===== src/sv/sba_ram.sv =====
// simple dual-port ram: one write port, one read port with registered data
// used for the bitmap words and for the per-slot age and lifetime
module sba_ram #(
  parameter int WIDTH = 32,
  parameter int DEPTH = 128,
  parameter int AW    = (DEPTH > 1) ? $clog2(DEPTH) : 1
) (
  input  logic             clk,
  input  logic             we,
  input  logic [AW-1:0]    waddr,
  input  logic [WIDTH-1:0] wdata,
  input  logic [AW-1:0]    raddr,
  output logic [WIDTH-1:0] rdata
);

  logic [WIDTH-1:0] mem [DEPTH];

  always_ff @(posedge clk) begin
    if (we) begin
      mem[waddr] <= wdata;
    end
    rdata <= mem[raddr];
  end

endmodule


===== config.mk =====
export PLATFORM = sky130hd
export DESIGN_NAME = sba_ram
export DESIGN_NICKNAME = d
export VERILOG_FILES = /design/src/sv/sba_ram.sv
export SDC_FILE = /design/constraint.sdc
export NUM_CORES = 2
export LEC_CHECK = 0
export ABC_CLOCK_PERIOD_IN_PS = 7100
export BUFFER_PORTS_ARGS = -buffer_cell sky130_fd_sc_hd__buf_2
export CORE_MARGIN = 1
export CORE_UTILIZATION = 55
export CTS_CLUSTER_DIAMETER = 80
export DETAILED_ROUTE_END_ITERATION = 7
export GPL_TIMING_DRIVEN = 0
export PLACE_DENSITY = 0.83
export SLEW_MARGIN = 20
export SYNTH_ARGS = -nofsm -noshare
export SYNTH_HDL_FRONTEND = slang
export SYNTH_SLANG_ARGS = --single-unit

===== constraint.sdc =====
create_clock -name clk -period 7.1 [get_ports clk]
set_clock_uncertainty 0.15 [all_clocks]
set_input_delay 1.065 -clock clk [delete_from_list [all_inputs] [get_ports clk]]
set_output_delay 1.065 -clock clk [all_outputs]
set_load 0.1 [all_outputs]

==> flow_metrics.tcl <==
set metrics [dict create \
    cpMaxStageDelayCell "sky130_fd_sc_hd__clkbuf_1" \
    finalHoldWorstSlack_ns 0.417 \
    remaining_drc_errors 1 \
    worstPathArrival_ns 5.61 \
    drtIter0Drc 17229 \
    detailedRoute.firstPassIterationCount 8 \
    post_cts_resized 0 \
    setup.worst_path.start "raddr[2]" \
    max_slew.worst_pin.slew_ns 1.43 \
    hpwl_reported_at_the_end_of_detailed_placement_um 304000 \
    die_height_um 535 \
    cp_num_buf_inv 5 \
    setup_repair_after_global_routing_missed_its_margin "false" \
    peakVddDrop_mv 0.212 \
    cts_made_buffers 375 \
    finalWorstSetupSlack_ns 2.09 \
    die-area_mm2 0.286 \
    num_io_pins 80 \
    fp-row-count 195 \
    core_region_area_mm2 0.282 \
    drt-total-wl_um 539000 \
    synth-seq-cells 4128 \
    violations "design-rule violations" \
    synth.cell_area_mm2 0.156 \
    worstReg2RegStart "mem[95][23]" \
    outcome "finished, violations left" \
    area_delta_synth_final_pct 14.6 \
    grt_pass1_wl_um 689000 \
    placement.io_buffers 68 \
    worst_path_largest_cell_delay_ns 0.91 \
    synth_cell_types 17 \
    postSynthCellCount 5990 \
    worstRegToRegCells 4 \
    number_of_nets_in_the_layout 6697 \
    die_w_um 535 \
    cts_root_buf "sky130_fd_sc_hd__clkbuf_16" \
    yosysWarnings 0 \
    worst_setup_path_start_kind "input pin" \
    synth-edff-count 4096 \
    cap_violations 0 \
    routed_wire_length_per_instance_um 49.8 \
    fmax_mhz 199 \
    final_ant_viol_nets 0 \
    setup_viol 0 \
    most_common_cell_in_the_synthesized_netlist "sky130_fd_sc_hd__edfxtp_1" \
    critical_path.cell_chain "clkbuf_1 > buf_2 > clkbuf_2 > buf_16 > clkbuf_1 > mux4_2 > mux4_2 > mux4_2 > mux2_2" \
    critPathTopFamily "buffers and inverters" \
    clk_pin_slew_ns 0.08 \
    final_min_period_over_clock_period_pct 70.6 \
    synth_top_area_cell "sky130_fd_sc_hd__edfxtp_1" \
    htreeDepth 5 \
    worstPathRequired_ns 7.70 \
    synth-async-reset-ratio_pct 0 \
    timing.final.crit_period_ns 5.01 \
    via_count_of_the_first_global_routing_pass 80310 \
    post_drt_via_cell_ratio 7.73 \
    synth_top_flop_cell "sky130_fd_sc_hd__edfxtp_1" \
    synthesis.nets 6038 \
    place_congestion 0.981 \
    worst_r2r_endpoint "rdata[23]" \
    initial_util_pct 55.4 \
    tritoncts "yes" \
    synth_area_leaders "sky130_fd_sc_hd__edfxtp_1 79%, sky130_fd_sc_hd__mux4_2 19%, sky130_fd_sc_hd__clkbuf_1 0.44%" \
    grt_overflow_total 0 \
    area_fraction_of_the_dominant_cell_type_after_synthesis_pct 78.7 \
    power_total_uw 51200 \
    preCtsSetupSlack_ns 1.60 \
    clock-sinks 4128 \
    post_route_cells_drive_above_1_share_pct 34.9 \
    synthesis.area_per_instance_um2 26.1 \
    leakage_dissipation_uw 0.0548 \
    holdCritPathClass "in2reg" \
    netlist_top_cells_count "4096 x sky130_fd_sc_hd__edfxtp_1, 1344 x sky130_fd_sc_hd__mux4_2, 182 x sky130_fd_sc_hd__clkbuf_1" \
    worst_path_most_repeated_cell "sky130_fd_sc_hd__mux4_2" \
    worst_setup_path_endpoint "rdata[29]" \
    worstSetupEndpointType "register" \
    powerDensity_mw_per_mm2 286 \
    seq_area_frac_synth_pct 79.1 \
    grt_antenna_before_repair 119 \
    global_route.usage.total_pct 36.0 \
    hold_depth 1 \
    r2r_setup_slk_ns 3.95 \
    maximum_number_of_pins_on_one_net_before_global_route_repair 94 \
    cp_num_cells 9 \
    insertion_delay_of_the_later_clocked_pin_in_the_worst_skew_pair_ns 0.96 \
    hold_viol 0 \
    slew_headroom_pct 4.73 \
    cts.path.max_buffers 4 \
    cts.hold.buffers_added 0 \
    dr_total_vias 83743 \
    cts_setup_buffers 0 \
    timing_worst_setup_path_type "in2reg" \
    final-max-slew-violation-count 0 \
    critical_path_peak_fanout 10 \
]
## cells in the final DEF (no fill, tap or decap), types with 44 or more instances in the layout
master / n
sky130_fd_sc_hd__edfxtp_1: 4096
sky130_fd_sc_hd__mux4_2: 1344
sky130_fd_sc_hd__clkbuf_16: 385
sky130_fd_sc_hd__clkbuf_1: 216
sky130_fd_sc_hd__diode_2: 154
sky130_fd_sc_hd__buf_2: 121
sky130_fd_sc_hd__nor2_4: 119
sky130_fd_sc_hd__buf_16: 94
sky130_fd_sc_hd__clkinv_1: 87
sky130_fd_sc_hd__buf_12: 80
sky130_fd_sc_hd__clkinv_2: 50
sky130_fd_sc_hd__buf_4: 49
sky130_fd_sc_hd__clkbuf_2: 44
## worst reg2reg max path, stage by stage, from the launching register on
cell and delay, ns:
sky130_fd_sc_hd__edfxtp_1 0.41, sky130_fd_sc_hd__mux4_2 0.58, sky130_fd_sc_hd__mux4_2 0.62, sky130_fd_sc_hd__mux4_2 0.77
sky130_fd_sc_hd__mux2_2 0.47
## stage by stage
step	TNS, ns	instance area [um2]	util, %	cells
6_report	0	179000	63.5	10829
3_5_place_dp	0	167000	59.1	10014
5_1_grt	0	179000	63.4	10758
3_3_place_gp	-61.28	161000	57.1	9801
4_1_cts	0	179000	63.3	10674
2_1_floorplan	0	156000	-	5990
## how the worst min path moves through the flow
stage / to / start
floorplan: rdata[0] / mem[36][0]
global placement: rdata[16] / mem[15][16]
detailed placement: rdata[13] / mem[10][13]
CTS: mem[11][8] / wdata[8]
global route: mem[29][7] / wdata[7]
finish: mem[79][7] / wdata[7]
## metal layers
layer  track usage, %  share of wire, %
met5           0.0333              0.12
met4             26.5                11
met3             11.5                15
met2             58.2                47
met1             40.4                27
## report_power, final
part           internal, uW  switching (uW)
combinational          1050            2370
clock                 11200            9640
sequential            26900            59.7
total                 39100           12100
## flip-flops by register name, summed over array words and instances, names as in the netlist
name	count
rdata	32
mem	4096
## area by class of cell
class | instances | area [um2]
flip-flops and latches | 4128 | 124000
fillers | 16293 | 103000
multi-input cells | 1546 | 32300
clock buffers | 463 | 10000
repair buffers | 282 | 5010
well taps | 3743 | 4680
clock inverters | 197 | 1800
plain buffers | 316 | 1370
diodes | 154 | 385
## kinds of logic after synthesis
kind of cell	synth area share, %
mux	19.6
simple gates	0.446
buf+inv	0.839
flops	79.1
No activity file was read; power rests on OpenSTA's default activity.
