==> src/sv/sba_lowbit.sv <==
// lowest set bit finder over one bitmap word
// shared by the allocate scan and the tick walk; no package needed
module sba_lowbit #(
  parameter int W  = 32,
  parameter int IW = (W > 1) ? $clog2(W) : 1
) (
  input  logic [W-1:0]  vec,
  output logic          found,
  output logic [IW-1:0] idx
);

  always_comb begin
    idx = '0;
    for (int i = W - 1; i >= 0; i--) begin
      if (vec[i]) begin
        idx = IW'(i);
      end
    end
  end

  assign found = |vec;

endmodule

==> config.mk <==
export PLATFORM = sky130hd
export DESIGN_NAME = sba_lowbit
export DESIGN_NICKNAME = d
export VERILOG_FILES = /design/src/sv/sba_lowbit.sv
export SDC_FILE = /design/constraint.sdc
export NUM_CORES = 1
export LEC_CHECK = 0
export BUFFER_PORTS_ARGS = -buffer_cell sky130_fd_sc_hd__buf_2
export CAP_MARGIN = 20
export CORE_AREA = 10 10 47 49
export DETAILED_ROUTE_END_ITERATION = 6
export DIE_AREA = 0 0 57 59
export PLACE_DENSITY = 0.67
export SYNTH_ARGS = -nofsm -noshare
export SYNTH_HDL_FRONTEND = slang
export SYNTH_SLANG_ARGS = --single-unit
==> constraint.sdc <==
create_clock -name vclk -period 2.85
set_clock_uncertainty 0.2 [all_clocks]
set_input_delay 0.57 -clock vclk [all_inputs]
set_output_delay 0.57 -clock vclk [all_outputs]
set_load 0.03 [all_outputs]
==> results.toml, run 1 <==
[clock_tree]
cts_resized = 0
post_cts_buffers = 0
cts-hold-fix-buffers = 0

[status]
status = "finished clean"

[logic_synthesis]
yosysMostFrequentCell = "nor2_1"
synth_cell_types = 24
synthCells = 65
synth_common_cells = "nor2_1 (10), a21oi_1 (7), nor4_1 (7)"
syn_nets = 97
synth_area_per_cell_um2 = 5.93
ys_warn_count = 0
synth.area.top_cells = "nor4_1 (11%), nor2_1 (9.7%), a21oi_1 (9.1%), o31ai_1 (7.8%), nor3_1 (6.5%)"
synth.top_cell.area_share_pct = 11.4
synth_area_um2 = 385
yosys.area.top_type = "nor4_1"
ys_seq_area_share_pct = 0

[global_route]
gr-usage-all-layers_pct = 8.71
antenna_found_initial = 0
grt_pass1_vias = 692
grt_pass1_wl_um = 2680
grt_max_degree = 6
grt-ovfl-total = 0

[pwr]
p_leak_nw = 0.272
powerDensity_nw_per_um2 = 111
vdd_drop_max_mv = 0.0391

[floorplan]
die_area_um2 = 3360
die_w_um = 57
core_area_um2 = 1400
rows = 14
die_height_um = 59
io_pins = 38
start_util_pct = 27.5

[worst_setup_path]
crit_type = "input pin to primary output"
cp.required_ps = 2080
path_cells = "buf_2, or4_4, o21ai_1, nand2_1, a21boi_2, buf_2"
cpMostUsedCell = "buf_2"
cp-startpoint = "vec[19]"
slowest_stage = "or4_4"
cp.arrival_ps = 1820
path_max_fanout = 4
slowest_delay_ps = 560
start_kind = "input pin"
worstSetupEndpointType = "primary output"

[timing]
max_slew.worst_pin.slew_ps = 557
fmax_mhz = 386
maxSlewViolCount = 0
setup_viol = 0
period_needed_ps = 2590
final-hold-violation-count = 0
rsz0062_at_grt = "false"
period_share_pct = 90.9
fin_tns_setup_ps = 0
relSlewSlack_pct = 62.5

[route]
vias_per_cell = 5.41
routed_wirelength_um = 1540
ant_nets = 0
drc = 0
dr.pass1.iters = 2
vias = 644
dr.first_iter.drc_count = 5
wl_per_cell_um = 12.9

[cells_and_area]
final_nets = 137
nClkBuffers = 0
drive_gt1_share_pct = 41.7
fillCellCount = 169
seq_cell_count = 0
ff_latch_area_um2 = 0
final_util_pct = 42.5
area_delta_synth_final_pct = 54.5
num_antenna_cells = 0

[job]
drv_cap = 0

[placement]
portBuffers = 38
place.gp.congestion = 0.764
hpwl_um = 1430

[min_path]
worstHoldStart = "vec[0]"
hold_class = "input pin to primary output"
[area by class of cell]
type | instances | area, µm² | area share [%]
Multi-Input combinational cell | 59 | 363 | 60.9
Timing Repair Buffer | 38 | 190 | 31.9
Inverter | 6 | 22.5 | 3.78
Tap cell | 16 | 20.0 | 3.36
[worst max-delay path: cells and delay by family]
kind / cells / cell delay [ps]
AOI/OAI and AO/OA: 2 / 280
buffers and inverters: 2 / 320
and+or+nand+nor: 2 / 640
[kinds of logic (layout without fill, tap and decap cells)]
group / Yosys count / after routing / share of synthesized area, %
AND/OR/NAND/NOR: 37 / 37 / 55.5
buffers and inverters: 6 / 44 / 5.84
AO/OA/AOI/OAI: 22 / 22 / 38.6
[cell usage in the layout (no fill, tap or decap), drive strengths merged, types with 2 or more instances in the layout]
cell type / synthesis / layout
o21ai: 3 / 3
nand2: 3 / 3
nor2: 10 / 10
a21oi: 7 / 7
inv: 6 / 6
a2111oi: 2 / 2
nor3b: 2 / 2
nor3: 7 / 7
o31ai: 4 / 4
buf: 0 / 38
nor4: 7 / 7
or4: 4 / 4
[final timing paths]
path,to,slack [ps],cells after the start
setup / recovery,idx[2],260,6
hold / removal,idx[0],1260,3
[routing by layer]
layer	vias up	GRT usage, %	wire length (µm)
li1	340	-	-
met1	283	10.4	686
met2	21	16.4	755
met3	0	1.72	96
met4	0	0	0
met5	-	0	0
[power by group]
part	switching, W	internal (W)	total, W
clock	0	0	0
sequential	0	0	0
combinational	0.0000372	0.0000292	0.0000663
total	0.0000372	0.0000292	0.0000663
[metrics by stage]
stage	hold WS [ps]	power (W)	worst slack [ps]	area, µm²	std cells
floorplan	1060	0.0000252	140	385	65
CTS	1260	0.0000667	246	596	119
finish	1260	0.0000663	258	596	119
detailed placement	1260	0.0000664	251	596	119
global route	1280	0.0000748	43.6	596	119
global placement	1260	0.0000654	250	596	119
(Power assumes the default switching activity.)
==> run 2, diff against run 1 <==
==> constraint.sdc (replaced) <==
create_clock -name vclk -period 2.85
set_clock_uncertainty 0.2 [all_clocks]
set_input_delay 0.1425 -clock vclk [all_inputs]
set_output_delay 0.1425 -clock vclk [all_outputs]
set_load 0.03 [all_outputs]
==> run 2 against run 1 <==
Final cell count unchanged; cell area unchanged; global-route usage down 0.60 points; non-clock buffer count unchanged; critical path depth up 1; combinational power about the same; sequential share of layout area unchanged; worst setup slack better by 850 ps; power down 0.32%; via count down 1.6%; critical endpoint is now idx[0].
==> results.toml, run 2 (synthesis gave the netlist of run 1 again) <==
[pwr]
powerDensity_nw_per_um2 = 111
vdd_drop_max_mv = 0.0426
p_leak_nw = 0.272

[timing]
setup_viol = 0
rsz0062_at_grt = "false"
final-hold-violation-count = 0
max_slew.worst_pin.slew_ps = 541
period_share_pct = 61.0
fmax_mhz = 575
fin_tns_setup_ps = 0
period_needed_ps = 1740
relSlewSlack_pct = 63.6
maxSlewViolCount = 0

[worst_setup_path]
worstSetupEndpointType = "primary output"
path_cells = "buf_2, nor3b_1, nor3_1, o31ai_1, o2111ai_1, a221oi_1, buf_2"
path_max_fanout = 5
cp-startpoint = "vec[28]"
cp.required_ps = 2510
cp.arrival_ps = 1400
start_kind = "input pin"
crit_end = "idx[0]"
crit_type = "input pin to primary output"
slowest_delay_ps = 260
cpMostUsedCell = "buf_2"
slowest_stage = "a221oi_1"

[clock_tree]
cts-hold-fix-buffers = 0
post_cts_buffers = 0
cts_resized = 0

[floorplan]
start_util_pct = 27.5
die_w_um = 57
die_area_um2 = 3360
core_area_um2 = 1400
rows = 14
io_pins = 38
die_height_um = 59

[placement]
portBuffers = 38
place.gp.congestion = 0.787
hpwl_um = 1400

[cells_and_area]
area_delta_synth_final_pct = 54.5
nClkBuffers = 0
final_util_pct = 42.5
ff_latch_area_um2 = 0
seq_cell_count = 0
final_common_cell = "buf_2"
final_cell_mix = "buf_2 (38), nor2_1 (10), nor4_1 (7), a21oi_1 (7), inv_1 (6)"
final_nets = 137
num_antenna_cells = 0
drive_gt1_share_pct = 41.7

[route]
drc = 0
vias = 634
routed_wirelength_um = 1520
ant_nets = 0
dr.first_iter.drc_count = 8
vias_per_cell = 5.33
wl_per_cell_um = 12.8
dr.pass1.iters = 4

[status]
status = "finished clean"

[global_route]
gr-usage-all-layers_pct = 8.11
grt_pass1_vias = 632
grt_pass1_wl_um = 2510
grt-ovfl-total = 0
antenna_found_initial = 0
grt_max_degree = 6

[min_path]
hold_class = "input pin to primary output"

[job]
drv_cap = 0
==> run 2: cell type report <==
cell class                      count  area (µm²)
Inverter                            6        22.5
Tap cell                           16        20.0
Fill cell                         170         806
Timing Repair Buffer               38         190
Multi-Input combinational cell     59         363
==> run 2: critical path, delay by kind of cell <==
family	cells	cell delay (ps)
buffers and inverters	2	370
AO/OA/AOI/OAI	3	600
AND/OR/NAND/NOR	2	280
==> run 2: how the worst min path moves through the flow <==
stage	startpoint	to	slack (ps)	depth (start not counted)
after floorplan	vec[0]	idx[0]	200	1
after global placement	vec[0]	idx[0]	400	3
after detailed placement	vec[0]	idx[0]	400	3
after CTS	vec[0]	idx[0]	400	3
after global routing	vec[0]	idx[0]	430	3
final	vec[0]	idx[0]	400	3
==> run 2: layer usage <==
layer | share of wire (%) | vias to the layer above | routed length, µm | global-route usage [%]
li1 | - | 337 | - | -
met1 | 42 | 274 | 645 | 9.82
met2 | 49 | 23 | 743 | 14.6
met3 | 8.7 | 0 | 132 | 2.36
met4 | 0 | 0 | 0 | 0
met5 | 0 | - | 0 | 0
==> run 2: power by group <==
group | switching, W | internal [W]
sequential | 0 | 0
combinational | 0.0000369 | 0.0000292
clock | 0 | 0
==> run 2: metrics by stage <==
| stage | instances | total power [W] | hold WS [ps] | cell area [µm²] | setup slack (ps) |
|---|---|---|---|---|---|
| finish | 119 | 0.0000661 | 400 | 596 | 1110 |
| global route | 119 | 0.0000740 | 429 | 596 | 989 |
| CTS | 119 | 0.0000665 | 403 | 596 | 1090 |
| detailed placement | 119 | 0.0000661 | 401 | 596 | 1090 |
| global placement | 119 | 0.0000652 | 402 | 596 | 1120 |
| floorplan | 65 | 0.0000252 | 200 | 385 | 995 |
